**config.mk**
```make
export PLATFORM = sky130hd
export DESIGN_NAME = roman_numeral_encoder_top
export DESIGN_NICKNAME = d
export VERILOG_FILES = /design/src/rtl/rne_pkg.sv /design/src/rtl/rne_front.sv /design/src/rtl/rne_fifo.sv /design/src/rtl/rne_back.sv /design/src/rtl/roman_numeral_encoder_top.sv
export VERILOG_INCLUDE_DIRS = /design/src /design/src/rtl
export SDC_FILE = /design/constraint.sdc
export NUM_CORES = 1
export LEC_CHECK = 0
export BUFFER_PORTS_ARGS = -buffer_cell sky130_fd_sc_hd__buf_2
export CAP_MARGIN = 10
export CORE_UTILIZATION = 60
export CTS_CLUSTER_SIZE = 24
export DETAILED_ROUTE_END_ITERATION = 8
export HOLD_SLACK_MARGIN = 0.05
export PLACE_DENSITY = 0.78
export SLEW_MARGIN = 10
export SYNTH_ARGS = -nofsm -noshare
export SYNTH_HDL_FRONTEND = slang
export SYNTH_HIERARCHICAL = 1
export SYNTH_SLANG_ARGS = --single-unit
```
**constraint.sdc**
```tcl
create_clock -name clk -period 10 [get_ports clk]
set_clock_uncertainty 0.1 [all_clocks]
set_input_delay 0.5 -clock clk [delete_from_list [all_inputs] [get_ports clk]]
set_output_delay 0.5 -clock clk [all_outputs]
set_load 0.005 [all_outputs]
```
**src/rtl/roman_numeral_encoder_top_macros.svh**
```systemverilog
// Assertion macros shared by the roman numeral encoder RTL.
`ifndef ROMAN_NUMERAL_ENCODER_TOP_MACROS_SVH
`define ROMAN_NUMERAL_ENCODER_TOP_MACROS_SVH

`ifndef NO_ASSERTIONS
`define RNE_ASSERT_IMP(lbl, ante, cons) \
  lbl: assert property (@(posedge clk) disable iff (!rst_n) (ante) |-> (cons)) \
    else $error("roman encoder: implication check failed");
`define RNE_ASSERT_NEXT(lbl, ante, cons) \
  lbl: assert property (@(posedge clk) disable iff (!rst_n) (ante) |=> (cons)) \
    else $error("roman encoder: next-cycle check failed");
`else
`define RNE_ASSERT_IMP(lbl, ante, cons)
`define RNE_ASSERT_NEXT(lbl, ante, cons)
`endif

`endif

```
**src/rtl/rne_pkg.sv**
```systemverilog
// Types, constants and digit tables for the roman numeral encoder.
package rne_pkg;

  localparam int VALUE_W    = 12;
  localparam int LETTER_W   = 7;
  // one step per decimal place; units fall out of the last step
  localparam int CONV_STEPS = 3;
  localparam int CNT_W      = $clog2(CONV_STEPS);
  localparam int BCD_W      = 16;

  localparam logic [VALUE_W-1:0] ROMAN_LIMIT = 12'd3999;

  localparam logic [LETTER_W-1:0] LET_NONE = 7'h00;
  localparam logic [LETTER_W-1:0] LET_I    = 7'h49;
  localparam logic [LETTER_W-1:0] LET_V    = 7'h56;
  localparam logic [LETTER_W-1:0] LET_X    = 7'h58;
  localparam logic [LETTER_W-1:0] LET_L    = 7'h4C;
  localparam logic [LETTER_W-1:0] LET_C    = 7'h43;
  localparam logic [LETTER_W-1:0] LET_D    = 7'h44;
  localparam logic [LETTER_W-1:0] LET_M    = 7'h4D;

  // decimal places, most significant first
  localparam logic [1:0] PL_TH = 2'd0;
  localparam logic [1:0] PL_HU = 2'd1;
  localparam logic [1:0] PL_TE = 2'd2;
  localparam logic [1:0] PL_UN = 2'd3;

  typedef enum logic [1:0] {
    FE_IDLE,
    FE_CONV,
    FE_PUSH
  } fe_state_t;

  typedef enum logic [1:0] {
    SYM_ONE,
    SYM_FIVE,
    SYM_TEN
  } sym_t;

  typedef struct packed {
    logic       empty;
    logic [1:0] th;
    logic [3:0] hu;
    logic [3:0] te;
    logic [3:0] un;
  } fe_item_t;

  function automatic logic [2:0] digit_len(input logic [3:0] d);
    logic [2:0] n;
    case (d)
      4'd0:    n = 3'd0;
      4'd1:    n = 3'd1;
      4'd2:    n = 3'd2;
      4'd3:    n = 3'd3;
      4'd4:    n = 3'd2;
      4'd5:    n = 3'd1;
      4'd6:    n = 3'd2;
      4'd7:    n = 3'd3;
      4'd8:    n = 3'd4;
      4'd9:    n = 3'd2;
      default: n = 3'd0;
    endcase
    return n;
  endfunction

  function automatic sym_t digit_sym(input logic [3:0] d, input logic [1:0] pos);
    sym_t s;
    if (d == 4'd9) begin
      s = (pos == 2'd0) ? SYM_ONE : SYM_TEN;
    end else if (d == 4'd4) begin
      s = (pos == 2'd0) ? SYM_ONE : SYM_FIVE;
    end else if (d >= 4'd5) begin
      s = (pos == 2'd0) ? SYM_FIVE : SYM_ONE;
    end else begin
      s = SYM_ONE;
    end
    return s;
  endfunction

  // k times the weight of a place; thousands above 3 can never fit
  function automatic logic [VALUE_W-1:0] step_mult(input logic [1:0] step, input int k);
    logic [VALUE_W-1:0] m;
    unique case (step)
      PL_TH:   m = (k <= 3) ? VALUE_W'(k * 1000) : '1;
      PL_HU:   m = VALUE_W'(k * 100);
      default: m = VALUE_W'(k * 10);
    endcase
    return m;
  endfunction

  function automatic logic [3:0] place_digit(input fe_item_t it, input logic [1:0] p);
    logic [3:0] d;
    unique case (p)
      PL_TH:   d = {2'b00, it.th};
      PL_HU:   d = it.hu;
      PL_TE:   d = it.te;
      default: d = it.un;
    endcase
    return d;
  endfunction

  function automatic logic [2:0] place_len(input fe_item_t it, input logic [1:0] p);
    logic [3:0] d;
    d = place_digit(it, p);
    return (p == PL_TH) ? d[2:0] : digit_len(d);
  endfunction

  function automatic logic [LETTER_W-1:0] place_letter(input logic [1:0] p, input sym_t s);
    logic [LETTER_W-1:0] l;
    unique case (p)
      PL_TH: l = LET_M;
      PL_HU: l = (s == SYM_ONE) ? LET_C : ((s == SYM_FIVE) ? LET_D : LET_M);
      PL_TE: l = (s == SYM_ONE) ? LET_X : ((s == SYM_FIVE) ? LET_L : LET_C);
      default: l = (s == SYM_ONE) ? LET_I : ((s == SYM_FIVE) ? LET_V : LET_X);
    endcase
    return l;
  endfunction

endpackage

```
**src/rtl/rne_front.sv**
```systemverilog
// Front end: takes a number, classifies it and converts it to decimal digits.
`include "roman_numeral_encoder_top_macros.svh"
module rne_front import rne_pkg::*; (
  input  logic               clk,
  input  logic               rst_n,
  input  logic               in_push,
  input  logic [VALUE_W-1:0] in_value,
  output logic               in_full,
  output logic               q_push,
  output fe_item_t           q_item,
  input  logic               q_full
);

  fe_state_t          state_r, state_nxt;
  logic [VALUE_W-1:0] sh_r, sh_nxt;
  logic [BCD_W-1:0]   bcd_r, bcd_nxt;
  logic [CNT_W-1:0]   cnt_r, cnt_nxt;
  logic               empty_r, empty_nxt;
  logic [3:0]         dig;
  logic [VALUE_W-1:0] sub;
  logic [VALUE_W-1:0] diff;

  // one decimal place per cycle: largest multiple of its weight that fits
  always_comb begin
    dig = 4'd0;
    sub = '0;
    for (int k = 1; k < 10; k++) begin
      if (sh_r >= step_mult(cnt_r, k)) begin
        dig = 4'(k);
        sub = step_mult(cnt_r, k);
      end
    end
    diff = sh_r - sub;
  end

  always_comb begin
    state_nxt = state_r;
    sh_nxt    = sh_r;
    bcd_nxt   = bcd_r;
    cnt_nxt   = cnt_r;
    empty_nxt = empty_r;
    q_push    = 1'b0;
    unique case (state_r)
      FE_IDLE: begin
        if (in_push) begin
          sh_nxt    = in_value;
          bcd_nxt   = '0;
          cnt_nxt   = '0;
          empty_nxt = (in_value == '0) || (in_value > ROMAN_LIMIT);
          state_nxt = empty_nxt ? FE_PUSH : FE_CONV;
        end
      end
      FE_CONV: begin
        sh_nxt  = diff;
        cnt_nxt = cnt_r + 1'b1;
        unique case (cnt_r)
          PL_TH:   bcd_nxt[15:12] = dig;
          PL_HU:   bcd_nxt[11:8]  = dig;
          default: begin
            bcd_nxt[7:4] = dig;
            bcd_nxt[3:0] = diff[3:0];
          end
        endcase
        if (cnt_r == CNT_W'(CONV_STEPS - 1)) begin
          state_nxt = FE_PUSH;
        end
      end
      FE_PUSH: begin
        q_push = 1'b1;
        if (!q_full) begin
          state_nxt = FE_IDLE;
        end
      end
      default: state_nxt = FE_IDLE;
    endcase
  end

  always_ff @(posedge clk) begin
    if (!rst_n) begin
      state_r <= FE_IDLE;
    end else begin
      state_r <= state_nxt;
    end
  end

  always_ff @(posedge clk) begin
    sh_r    <= sh_nxt;
    bcd_r   <= bcd_nxt;
    cnt_r   <= cnt_nxt;
    empty_r <= empty_nxt;
  end

  assign in_full      = (state_r != FE_IDLE);
  assign q_item.empty = empty_r;
  assign q_item.th    = bcd_r[13:12];
  assign q_item.hu    = bcd_r[11:8];
  assign q_item.te    = bcd_r[7:4];
  assign q_item.un    = bcd_r[3:0];

  `RNE_ASSERT_IMP(a_fe_conv_nonempty, state_r == FE_CONV, !empty_r)

endmodule

```
**src/rtl/rne_fifo.sv**
```systemverilog
// Two-entry queue of classified requests between front and back end.
`include "roman_numeral_encoder_top_macros.svh"
module rne_fifo import rne_pkg::*; (
  input  logic     clk,
  input  logic     rst_n,
  input  logic     q_push,
  input  fe_item_t q_wdata,
  output logic     q_full,
  input  logic     q_pop,
  output fe_item_t q_rdata,
  output logic     q_empty
);

  fe_item_t   mem_r [2];
  logic       wr_ptr_r, wr_ptr_nxt;
  logic       rd_ptr_r, rd_ptr_nxt;
  logic [1:0] cnt_r, cnt_nxt;
  logic       do_push, do_pop;

  assign q_full  = (cnt_r == 2'd2);
  assign q_empty = (cnt_r == 2'd0);
  assign do_push = q_push && !q_full;
  assign do_pop  = q_pop && !q_empty;
  assign q_rdata = mem_r[rd_ptr_r];

  always_comb begin
    wr_ptr_nxt = do_push ? ~wr_ptr_r : wr_ptr_r;
    rd_ptr_nxt = do_pop ? ~rd_ptr_r : rd_ptr_r;
    cnt_nxt    = cnt_r + {1'b0, do_push} - {1'b0, do_pop};
  end

  always_ff @(posedge clk) begin
    if (!rst_n) begin
      wr_ptr_r <= 1'b0;
      rd_ptr_r <= 1'b0;
      cnt_r    <= 2'd0;
    end else begin
      wr_ptr_r <= wr_ptr_nxt;
      rd_ptr_r <= rd_ptr_nxt;
      cnt_r    <= cnt_nxt;
    end
  end

  always_ff @(posedge clk) begin
    if (do_push) begin
      mem_r[wr_ptr_r] <= q_wdata;
    end
  end

  `RNE_ASSERT_IMP(a_fifo_bound, 1'b1, cnt_r <= 2'd2)
  `RNE_ASSERT_NEXT(a_fifo_drain, q_pop && cnt_r == 2'd2, cnt_r == 2'd1)

endmodule

```
**src/rtl/rne_back.sv**
```systemverilog
// Back end: walks decimal places; one letter per cycle unless output stalls.
`include "roman_numeral_encoder_top_macros.svh"
module rne_back import rne_pkg::*; (
  input  logic                clk,
  input  logic                rst_n,
  input  fe_item_t            q_item,
  input  logic                q_empty,
  output logic                q_pop,
  output logic [LETTER_W-1:0] out_letter,
  output logic                out_empty_res,
  output logic                out_last,
  output logic                out_empty,
  input  logic                out_pop
);

  logic                busy_r, busy_nxt;
  fe_item_t            cur_r, cur_nxt;
  logic [1:0]          place_r, place_nxt;
  logic [1:0]          pos_r, pos_nxt;
  logic                out_valid_r, out_valid_nxt;
  logic [LETTER_W-1:0] out_letter_r, out_letter_nxt;
  logic                out_empty_r, out_empty_nxt;
  logic                out_last_r, out_last_nxt;
  logic                adv;
  logic [2:0]          cur_len;
  logic                end_place;
  logic                any_after;
  logic [1:0]          next_place;
  logic [1:0]          first_place;
  sym_t                sym;

  assign adv   = !out_valid_r || out_pop;
  assign q_pop = !busy_r && !q_empty;

  always_comb begin
    cur_len   = place_len(cur_r, place_r);
    end_place = ({1'b0, pos_r} + 3'd1) == cur_len;
    sym       = digit_sym(place_digit(cur_r, place_r), pos_r);

    any_after  = 1'b0;
    next_place = place_r;
    for (int i = 3; i >= 0; i--) begin
      if (2'(i) > place_r && place_len(cur_r, 2'(i)) != 3'd0) begin
        any_after  = 1'b1;
        next_place = 2'(i);
      end
    end

    first_place = PL_UN;
    for (int i = 3; i >= 0; i--) begin
      if (place_len(q_item, 2'(i)) != 3'd0) begin
        first_place = 2'(i);
      end
    end
  end

  always_comb begin
    busy_nxt       = busy_r;
    cur_nxt        = cur_r;
    place_nxt      = place_r;
    pos_nxt        = pos_r;
    out_valid_nxt  = out_valid_r;
    out_letter_nxt = out_letter_r;
    out_empty_nxt  = out_empty_r;
    out_last_nxt   = out_last_r;

    if (out_pop) begin
      out_valid_nxt = 1'b0;
    end

    if (!busy_r) begin
      if (!q_empty) begin
        busy_nxt  = 1'b1;
        cur_nxt   = q_item;
        place_nxt = first_place;
        pos_nxt   = 2'd0;
      end
    end else if (adv) begin
      out_valid_nxt = 1'b1;
      if (cur_r.empty) begin
        out_letter_nxt = LET_NONE;
        out_empty_nxt  = 1'b1;
        out_last_nxt   = 1'b1;
        busy_nxt       = 1'b0;
      end else begin
        out_letter_nxt = place_letter(place_r, sym);
        out_empty_nxt  = 1'b0;
        out_last_nxt   = end_place && !any_after;
        if (end_place) begin
          if (any_after) begin
            place_nxt = next_place;
            pos_nxt   = 2'd0;
          end else begin
            busy_nxt = 1'b0;
          end
        end else begin
          pos_nxt = pos_r + 2'd1;
        end
      end
    end
  end

  always_ff @(posedge clk) begin
    if (!rst_n) begin
      busy_r      <= 1'b0;
      out_valid_r <= 1'b0;
    end else begin
      busy_r      <= busy_nxt;
      out_valid_r <= out_valid_nxt;
    end
  end

  always_ff @(posedge clk) begin
    cur_r        <= cur_nxt;
    place_r      <= place_nxt;
    pos_r        <= pos_nxt;
    out_letter_r <= out_letter_nxt;
    out_empty_r  <= out_empty_nxt;
    out_last_r   <= out_last_nxt;
  end

  assign out_letter    = out_letter_r;
  assign out_empty_res = out_empty_r;
  assign out_last      = out_last_r;
  assign out_empty     = !out_valid_r;

  `RNE_ASSERT_IMP(a_be_empty_last, out_valid_r && out_empty_r,
                  out_last_r && out_letter_r == LET_NONE)
  `RNE_ASSERT_IMP(a_be_place_len, busy_r && !cur_r.empty, cur_len != 3'd0)

endmodule

```
**src/rtl/roman_numeral_encoder_top.sv**
```systemverilog
// A number is converted, queued and loaded by the back end before its first letter.
// Front end: one number at a time, 3-step decimal digit extraction, skipped if empty.
// Back end loads each request, then emits one letter per cycle unless output stalls.
// A two-entry queue decouples the two, so conversion overlaps letter output.
// Reset: synchronous, active low; clears control state, queue and output valid.
// Top level of the roman numeral encoder.
module roman_numeral_encoder_top import rne_pkg::*; (
  input  logic                clk,
  input  logic                rst_n,
  input  logic                in_push,
  input  logic [VALUE_W-1:0]  in_value,
  output logic                in_full,
  output logic [LETTER_W-1:0] out_letter,
  output logic                out_empty_res,
  output logic                out_last,
  output logic                out_empty,
  input  logic                out_pop
);

  fe_item_t fe_item;
  fe_item_t be_item;
  logic     fe_push;
  logic     q_full;
  logic     q_empty;
  logic     be_pop;

  rne_front u_front (
    .clk      (clk),
    .rst_n    (rst_n),
    .in_push  (in_push),
    .in_value (in_value),
    .in_full  (in_full),
    .q_push   (fe_push),
    .q_item   (fe_item),
    .q_full   (q_full)
  );

  rne_fifo u_fifo (
    .clk     (clk),
    .rst_n   (rst_n),
    .q_push  (fe_push),
    .q_wdata (fe_item),
    .q_full  (q_full),
    .q_pop   (be_pop),
    .q_rdata (be_item),
    .q_empty (q_empty)
  );

  rne_back u_back (
    .clk           (clk),
    .rst_n         (rst_n),
    .q_item        (be_item),
    .q_empty       (q_empty),
    .q_pop         (be_pop),
    .out_letter    (out_letter),
    .out_empty_res (out_empty_res),
    .out_last      (out_last),
    .out_empty     (out_empty),
    .out_pop       (out_pop)
  );

endmodule

```
==> summary.md, run 1 <==
| Metric | Value |
|---|---|
| Outcome | finished clean |
| Post-Layout Cell Count | 812 |
| Final Setup Violations | 0 |
| Initial antenna violation count | 0 |
| Area leader, netlist | edfxtp_1 |
| Ys async rst share | 0% |
| Post-DR vias/cell | 6.489 |
| Iter 0 DRT Violations | 630 |
| Sw Ratio | 42.65% |
| Final ANT Viol Nets | 0 |
| Static leakage | 2.892 nW |
| Clock Latency Late Sink | 340 ps |
| Critical Path End Type | flip-flop |
| CP Launch Type | flip-flop |
| H-tree depth | 3 |
| Fillcell total | 831 |
| Avg Cell Area, Syn | 10.56 um2 |
| Area grow syn2layout | 6.971% |
| Yosys reg bits | 104 |
| HPWL Detailed | 12250 um |
| Count of cell types in the netlist | 86 |
| Combinational power share | 54.1% |
| Fin crit share | 61.49% |
| Required @ worst endpoint | 10090 ps |
| Clock sink total | 104 |
| Detailed-route wire length | 16370 um |
| Ys flop type | edfxtp_1 |
| Pre-Repair DR Iteration Count | 6 |
| First-pass GRT wire length | 25940 um |
| CTS buffer count | 9 |
| Sw Pwr | 0.9014 mW |
| Io pins | 27 |
| Yosys warns | 6 |
| WHS | 336.3 ps |
| Final nets | 729 |
| Routed len/inst | 20.16 um |
| Layout cells sized above 1 | 16.22% |
| Critical path class | flip-flop to flip-flop |
| Maximum clock rate | 162.6 MHz |
| Post-Route Utilization | 66.78% |
| Clock Pin Slew Worst Setup and Hold Paths | 70 ps |
| Vias | 5269 |
| Fin. max-slew vios | 0 |
| DIE HEIGHT | 108.9 um |
| Syn Inst Count | 649 |
| RSZ-0062 raised after global routing | no |
| Clock Path Buffers | 2 |
| DR DRC count | 0 |
| Crit path DAT | 6240 ps |
| Largest net degree at the start of global routing | 36 |
| Slew @ Worst Pin | 1055 ps |
| Clock tree from TritonCTS | yes |
| Gr ovfl total | 0 |
| Diodes inserted | 0 |
| Tmin final | 6149 ps |
| Hold WC Path Type | flip-flop to flip-flop |
| Synth cell count leaders | 86 x edfxtp_1, 45 x ha_1, 42 x nor2_1 |
| Yosys top cell area share | 37.66% |
| CTS resizes | 0 |
| VDD IR max | 0.2239 mV |
| Rows | 38 |
| Final Hold Fails | 0 |
| Clock power share | 16.5% |
| GPL Wtd Cong | 0.9687 |
| EDFF count, synth | 86 |
| Die area | 0.01186 mm2 |
| GRT Total Usage | 29.38% |
| Port Buf Inserts | 25 |
| Sequential cell area fraction in the yosys report | 42.92% |
| Post-CTS Hold Fix Bufs | 0 |
| Root Buffer | clkbuf_16 |
| Ranking of synthesized cells by area | edfxtp_1 38%, ha_1 8.2%, dfxtp_1 5.3%, o21ai_0 2.8%, a21oi_1 2.6% |
| Reg power frac | 29.3% |
| Max cap viols | 0 |
| CP max FO | 24 |
| Setup TNS | 0 ps |
| Initial Util | 62.43% |
| Die width | 108.9 um |
| Number of global-route vias before repair | 4967 |
| Mapped Area | 0.006857 mm2 |
| Synthesized net count | 711 |
| Worst rel slew slack | 29.67% |
| Placed cell count | 796 |
| CORE AREA | 0.01098 mm2 |
| Setup Buffers After CTS | 0 |
| Power per cell area | 288.2 mW/mm2 |
| Overall Power | 2.114 mW |
| Pint | 1.212 mW |
| Most common cell in the netlist | edfxtp_1 |
==> cells in the final DEF, fill, tap and decap left out, types with 9 or more instances in the layout <==
master	instances
edfxtp_1	86
ha_1	45
nor2_1	41
nand2_1	40
o21ai_0	39
a21oi_1	35
inv_1	35
buf_2	25
nor3_1	21
nand3_1	18
a21o_1	18
dfxtp_1	18
a31oi_1	12
and3_1	11
o31ai_1	10
nor2b_1	10
mux2_2	10
xnor2_1	10
mux2_4	10
clkbuf_16	9
mux2i_1	9
nor3b_1	9
nand2b_1	9
==> flip-flops by register name, summed over array words and instances, names as in the netlist, named ones only <==
signal and count:
u_front/empty_r 1, u_fifo/mem_r 30, u_back/out_letter 6, u_back/out_last 1, u_front/state_r 2, u_front/sh_r 12, u_fifo/cnt_r 2, u_back/pos_r 2
u_fifo/rd_ptr_r 1, u_back/out_empty_res 1, u_front/bcd_r 14, u_front/cnt_r 2, u_fifo/wr_ptr_r 1, u_back/cur_r 15, u_back/busy_r 1, u_back/out_valid_r 1
u_back/place_r 2
==> path summary, 6_finish.rpt <==
path                                                      from                           end  slack [ps]  depth (start not counted)
worst max-delay path            u_front/cnt_r[1]$_SDFFCE_PN0P_    u_front/sh_r[11]$_DFFE_PP_        3850                         22
worst min-delay path            u_front/bcd_r[8]$_SDFFCE_PN0P_  u_fifo/mem_r[0][8]$_DFFE_PP_         340                          0
worst max register to register  u_front/cnt_r[1]$_SDFFCE_PN0P_    u_front/sh_r[11]$_DFFE_PP_        3850                         22
worst min register to register  u_front/bcd_r[8]$_SDFFCE_PN0P_  u_fifo/mem_r[0][8]$_DFFE_PP_         340                          0
==> kinds of logic after synthesis <==
logic type,synth area share [%]
DFF,42.92
buffers and inverters,4.307
AOI/OAI and AO/OA,20.86
muxes,5.803
and+or+nand+nor,16.02
other,0.05469
adders and majority gates,8.504
xor gates and xnor gates,1.533
==> power by group through the flow <==
stage          logic (mW)  clock network (mW)  registers [mW]
6_report             1.14               0.349           0.620
5_1_grt              1.25               0.372           0.625
4_1_cts              1.12               0.356           0.617
3_5_place_dp         1.11                   0           0.626
3_3_place_gp         1.09                   0           0.621
2_1_floorplan       0.901                   0           0.595
==> critical path, cell delays in order (launching register included) <==
cell and delay [ps]:
edfxtp_1 540, inv_1 140, ha_1 200, buf_4 210, inv_1 470, ha_1 380
a21o_1 160, a31o_2 230, a21o_1 170, nand2_1 110, nand3_1 130, a311oi_2 960
a211o_1 210, o31ai_1 90, ha_1 360, o21a_1 190, o31a_1 140, o211ai_1 240
a31oi_1 140, xnor2_1 150, or2_2 280, a311o_1 330, o211ai_2 70
==> final cells by class <==
class                   instances  area [um2]  area share (%)
multi-input cells             486        3621           49.37
flip-flops and latches        104        2943           40.12
clock buffers                  10       229.0           3.122
well taps                     140       175.2           2.388
repair buffers                 31       170.2           2.320
inverters                      35       131.4           1.791
clock inverters                 6       65.06          0.8871
==> per-stage QoR <==
stage / area, um2 / setup slack, ps
after floorplan: 6857 / 4851
after global placement: 7041 / 4108
after detailed placement: 7041 / 3967
after CTS: 7335 / 3944
after global routing: 7335 / 3436
final: 7335 / 3851
==> per-layer routing <==
layer,routed length [um],up-vias,track usage [%]
li1,-,2492,-
met3,1184,26,5.140
met2,7559,208,45.51
met4,310,0,9.073
met1,7311,2543,42.00
met5,0,-,0
(Power assumes the default switching activity.)
==> run 2, diff against run 1 <==
clock period = 6.1 ns   (was 10 ns; I/O delays follow)
==> summary.md, run 2 (synthesis gave the netlist of run 1 again) <==
| Metric | Value |
|---|---|
| Outcome | finished clean |
| Fillcell total | 831 |
| Largest net degree at the start of global routing | 36 |
| Clock tree from TritonCTS | yes |
| Initial Util | 62.43% |
| DIE HEIGHT | 108.9 um |
| Number of global-route vias before repair | 4993 |
| Final ANT Viol Nets | 0 |
| Vias | 5372 |
| Critical Path End Type | flip-flop |
| Die area | 0.01186 mm2 |
| Setup TNS | 0 ps |
| Crit path DAT | 5830 ps |
| Clock Path Buffers | 2 |
| First-pass GRT wire length | 26010 um |
| Maximum clock rate | 174.5 MHz |
| Top reg by flops | u_fifo/mem_r |
| Die width | 108.9 um |
| Post-DR vias/cell | 6.591 |
| WHS | 164.1 ps |
| Worst hold stages | 2 |
| CP Launch Type | flip-flop |
| Diodes inserted | 0 |
| Most common cell after layout, fill and taps aside | edfxtp_1 |
| GPL Wtd Cong | 0.9920 |
| Port Buf Inserts | 25 |
| HPWL Detailed | 12440 um |
| Max cap viols | 0 |
| Hold WC Path Type | primary input to flip-flop |
| CP max FO | 15 |
| Io pins | 27 |
| Routed len/inst | 20.26 um |
| Clock Latency Late Sink | 350 ps |
| Initial antenna violation count | 0 |
| Static leakage | 2.905 nW |
| DR DRC count | 0 |
| Fin. max-slew vios | 0 |
| Power per cell area | 473.9 mW/mm2 |
| Root Buffer | clkbuf_16 |
| Worst rel slew slack | 39.97% |
| Final nets | 732 |
| VDD IR max | 0.4051 mV |
| Post-Route Utilization | 67.12% |
| RSZ-0062 raised after global routing | no |
| Tmin final | 5730 ps |
| Slew @ Worst Pin | 891.0 ps |
| Final Setup Violations | 0 |
| Max reg flops | 30 |
| Setup Buffers After CTS | 0 |
| Pre-Repair DR Iteration Count | 6 |
| Iter 0 DRT Violations | 542 |
| Area grow syn2layout | 7.518% |
| Most frequent cells in the layout | 86 x edfxtp_1, 44 x ha_1, 41 x nor2_1 |
| Gr ovfl total | 0 |
| Clock Pin Slew Worst Setup and Hold Paths | 80 ps |
| Required @ worst endpoint | 6200 ps |
| Fin crit share | 93.93% |
| Detailed-route wire length | 16510 um |
| CORE AREA | 0.01098 mm2 |
| Clock sink total | 104 |
| H-tree depth | 3 |
| Critical path class | flip-flop to flip-flop |
| Rows | 38 |
| CTS buffer count | 9 |
| Layout cells sized above 1 | 17.04% |
| Biggest regs | u_fifo/mem_r x30, u_back/cur_r x15, u_front/bcd_r x14 |
| Final Hold Fails | 0 |
| Worst Reg2Reg Path Length in Cells | 20 |
| GRT Total Usage | 29.28% |
[run 2: final timing paths]
kind | slack [ps] | from | to
setup reg to reg | 370 | u_front/cnt_r[1]$_SDFFCE_PN0P_ | u_front/sh_r[11]$_DFFE_PP_
setup / recovery | 370 | u_front/cnt_r[1]$_SDFFCE_PN0P_ | u_front/sh_r[11]$_DFFE_PP_
hold reg to reg | 340 | u_front/bcd_r[8]$_SDFFCE_PN0P_ | u_fifo/mem_r[0][8]$_DFFE_PP_
hold / removal | 160 | in_value[1] | u_front/sh_r[1]$_DFFE_PP_
[run 2: per-stage QoR]
step	power, mW	cells	area [um2]	setup slack, ps
after floorplan	2.452	649	6857	951.2
after global placement	2.847	799	7063	175.6
after detailed placement	2.872	799	7063	93.63
after CTS	3.450	815	7363	56.56
after global routing	3.720	815	7372	13.30
final	3.494	815	7372	370.2
[run 2: layer usage]
metal	track usage (%)	share of wire, %	routed length (um)	up-vias
met5	0	0	0	-
met4	12.36	3.0	492	0
met3	5.619	8.9	1464	43
met2	43.94	44	7292	266
met1	41.37	44	7263	2546
li1	-	-	-	2517
[run 2: what timing repair did]
| action | CTS | global route |
|---|---|---|
| setup endpoints to repair | 0 | 4 |
| hold endpoints to repair | 0 | 0 |
| gates resized for setup | 0 | 2 |
| hold buffers | 0 | 0 |
[run 2: area by class of cell]
| type | count | area (um2) | area share [%] |
|---|---|---|---|
| clock buffer | 9 | 225.2 | 3.055 |
| tap | 140 | 175.2 | 2.376 |
| inverter | 35 | 131.4 | 1.782 |
| multi-input combinational | 486 | 3630 | 49.24 |
| sequential | 104 | 2943 | 39.92 |
| timing repair buffer | 34 | 192.7 | 2.614 |
| clock inverter | 7 | 75.07 | 1.018 |
[run 2: where the power goes]
| part | internal, mW | switching, mW | total (mW) |
|---|---|---|---|
| Combinational | 0.773 | 1.14 | 1.91 |
| Clock | 0.290 | 0.274 | 0.564 |
| Sequential | 0.904 | 0.116 | 1.02 |
| Total | 1.97 | 1.53 | 3.49 |
[run 2: worst max-delay path, cell delays in order, from the launching register on]
cell and delay, ps:
edfxtp_1 530, inv_1 160, ha_2 400, inv_1 190
ha_1 390, o31ai_1 360, o2111ai_1 220, a31oi_2 400
o21ai_0 230, a21oi_1 320, a21boi_1 130, o211a_1 270
ha_1 270, nor2b_1 140, o31a_1 280, o211ai_1 240
a31oi_1 140, xnor2_1 160, or2_2 280, a311o_1 330
o211ai_2 70
==> run 3, diff against run 2 <==
SLEW_MARGIN = default   (was 10)
SYNTH_HIERARCHICAL = default   (was 1)
==> summary.md, run 3 <==
| Metric | Value |
|---|---|
| Post-Route Utilization | 67.14% |
| Clock power share | 10.2% |
| Fin. max-slew vios | 0 |
| Clock sink total | 104 |
| Yosys warns | 0 |
| Vias | 5177 |
| Layout cells sized above 1 | 13.65% |
| Iter 0 DRT Violations | 496 |
| Synth cell count leaders | 86 x edfxtp_1, 73 x nor2_1, 48 x o21ai_0 |
| RSZ-0062 raised after global routing | no |
| Critical Path End Type | flip-flop |
| Post-DR vias/cell | 6.391 |
| EDFF count, synth | 86 |
| Top reg by flops | u_fifo.mem_r |
| DR DRC count | 0 |
| Die area | 0.01127 mm2 |
| Reg power frac | 29.7% |
| Io pins | 27 |
| Diodes inserted | 0 |
| FF-to-FF End | u_front.sh_r[10]$_DFFE_PP_ |
| Area leader, netlist | edfxtp_1 |
| First-pass GRT wire length | 25500 um |
| Most common cell after layout, fill and taps aside | edfxtp_1 |
| CP startpoint | u_front.cnt_r[0]$_SDFFCE_PN0P_ |
| Critical path class | flip-flop to flip-flop |
| Outcome | finished clean |
| Yosys reg bits | 104 |
| CP max FO | 8 |
| H-tree depth | 3 |
| Rows | 37 |
| Static leakage | 2.739 nW |
| Worst Reg2Reg Path Length in Cells | 22 |
| Setup TNS | 0 ps |
| Die width | 106.2 um |
| Sw Pwr | 1.949 mW |
| Max cap viols | 0 |
| DIE HEIGHT | 106.2 um |
| R2r setup slk | 400 ps |
| Top routing layer in use | met4 |
| Metal3 WL | 1395 um |
| GRT Total Usage | 29.67% |
| Final ANT Viol Nets | 0 |
| Final Setup Violations | 0 |
| Clock Path Buffers | 2 |
| Avg Cell Area, Syn | 10.11 um2 |
| Area grow syn2layout | 7.398% |
| RR Startpoint | u_front.cnt_r[0]$_SDFFCE_PN0P_ |
| Mapped Area | 0.006511 mm2 |
| Power per cell area | 593.6 mW/mm2 |
| CTS resizes | 0 |
| Sw Ratio | 46.96% |
| CP Launch Type | flip-flop |
| Final nets | 726 |
| Setup Buffers After CTS | 0 |
| Tmin final | 5703 ps |
| Initial Util | 62.51% |
| Required @ worst endpoint | 6090 ps |
| Ranking of synthesized cells by area | edfxtp_1 40%, ha_1 7.7%, dfxtp_1 5.5%, nor2_1 4.2%, o21ai_0 3.7% |
| Root Buffer | clkbuf_8 |
| CORE AREA | 0.01042 mm2 |
| Clock Latency Late Sink | 370 ps |
| Detailed-route wire length | 16030 um |
| Met2 WL post-DR | 7106 um |
| Clock Pin Slew Worst Setup and Hold Paths | 120 ps |
| Ys async rst share | 0% |
| Critical Path End | u_front.sh_r[10]$_DFFE_PP_ |
| Routed len/inst | 19.80 um |
| Sequential cell area fraction in the yosys report | 45.20% |
| Biggest regs | u_fifo.mem_r x30, u_back.cur_r x15, u_front.bcd_r x14 |
| Crit path DAT | 5690 ps |
| Initial antenna violation count | 0 |
| WHS | 126.5 ps |
| VDD IR max | 0.4293 mV |
| Gr ovfl total | 0 |
| Maximum clock rate | 175.4 MHz |
| Pre-Repair DR Iteration Count | 6 |
| Ys flop type | edfxtp_1 |
| Yosys top cell area share | 39.66% |
| GPL Wtd Cong | 0.9256 |
| HPWL Detailed | 12030 um |
| Most common cell in the netlist | edfxtp_1 |
| Syn Inst Count | 644 |
| Combinational power share | 60.1% |
| Final Hold Fails | 0 |
| Slew @ Worst Pin | 965.4 ps |
| Number of global-route vias before repair | 4798 |
| Pint | 2.202 mW |
| Hold WC Path Type | primary input to flip-flop |
| Worst rel slew slack | 35.64% |
| Most frequent cells in the layout | 86 x edfxtp_1, 73 x nor2_1, 48 x o21ai_0 |
| Synthesized net count | 701 |
| Routed met1 length | 7353 um |
| Max reg flops | 30 |
| Fin crit share | 93.49% |
| Post-CTS Hold Fix Bufs | 0 |
| CTS buffer count | 9 |
| Largest net degree at the start of global routing | 29 |
| Port Buf Inserts | 25 |
| Clock tree from TritonCTS | yes |
| Count of cell types in the netlist | 80 |
-- run 3: cell count changes after synthesis, moves of 8 or more --
cell / previous run / this run
and2_1: 5 / 13
mux2_4: 10 / 0
nor2_1: 42 / 73
nor3b_1: 9 / 1
o21ai_0: 39 / 48
o21ai_1: 1 / 9
-- run 3: stage by stage --
stage,setup slack [ps],instance area (um2),instances,power (mW)
floorplan,580.3,6511,644,3.030
detailed placement,324.7,6784,793,3.648
CTS,335.0,6975,809,4.081
finish,397.3,6993,810,4.151
global route,5.663,6993,810,4.448
global placement,535.8,6784,793,3.584
-- run 3: power by group through the flow --
stage          clock, mW  combinational, mW  sequential [mW]
2_1_floorplan          0               1.89             1.14
3_3_place_gp           0               2.35             1.23
3_5_place_dp           0               2.41             1.24
4_1_cts            0.427               2.43             1.22
5_1_grt            0.454               2.74             1.25
6_report           0.423               2.50             1.23
-- run 3: final cells by class --
| type | count | area [um2] |
|---|---|---|
| Clock buffer | 10 | 127.6 |
| Clock inverter | 6 | 63.81 |
| Fill cell | 831 | 3423 |
| Inverter | 35 | 131.4 |
| Multi-Input combinational cell | 478 | 3308 |
| Sequential cell | 104 | 2943 |
| Tap cell | 136 | 170.2 |
| Timing Repair Buffer | 41 | 249.0 |
-- run 3: worst min-delay path by stage --
stage	startpoint	end	slack, ps	depth (start not counted)
after floorplan	u_front.bcd_r[0]$_SDFFCE_PN0P_	u_fifo.mem_r[0][0]$_DFFE_PP_	320	0
after global placement	u_front.bcd_r[5]$_SDFFCE_PN0P_	u_fifo.mem_r[1][5]$_DFFE_PP_	320	0
after detailed placement	u_front.bcd_r[4]$_SDFFCE_PN0P_	u_fifo.mem_r[0][4]$_DFFE_PP_	330	0
after CTS	in_value[3]	u_front.sh_r[3]$_DFFE_PP_	120	2
after global routing	in_value[0]	u_front.sh_r[0]$_DFFE_PP_	130	2
final	rst_n	u_back.out_valid_r$_SDFF_PN0_	130	2
-- run 3: per-layer routing --
layer  vias to the layer above  GRT usage, %
met5                         -             0
met4                         0         7.044
met3                        15         4.782
met2                       231         43.92
met1                      2468         45.47
li1                       2463             -
-- run 3: kinds of logic (layout without fill, tap and decap cells) --
family	Yosys count	after routing	synth area share, %
AOI/OAI and AO/OA	198	198	20.81
xor gates and xnor gates	20	20	2.979
adders and majority gates	45	45	8.666
buffers and inverters	62	92	4.170
DFF	104	104	45.20
muxes	22	22	4.016
other	1	1	0.05759
and+or+nand+nor	192	192	14.10
-- run 3: critical path, stage by stage (launching register included) --
cell and delay, ps:
edfxtp_1 430, inv_1 130, ha_1 180, inv_1 150, buf_4 200, ha_1 410, a21oi_1 350, inv_1 140
a31oi_2 290, o31ai_4 170, or2_2 350, a311oi_1 260, a21oi_1 150, fa_1 480, a21o_1 170, a21oi_1 220
o21bai_1 90, a21oi_1 230, o21bai_1 120, a211o_1 320, a31oi_1 230, xor2_1 160, o21ai_0 80
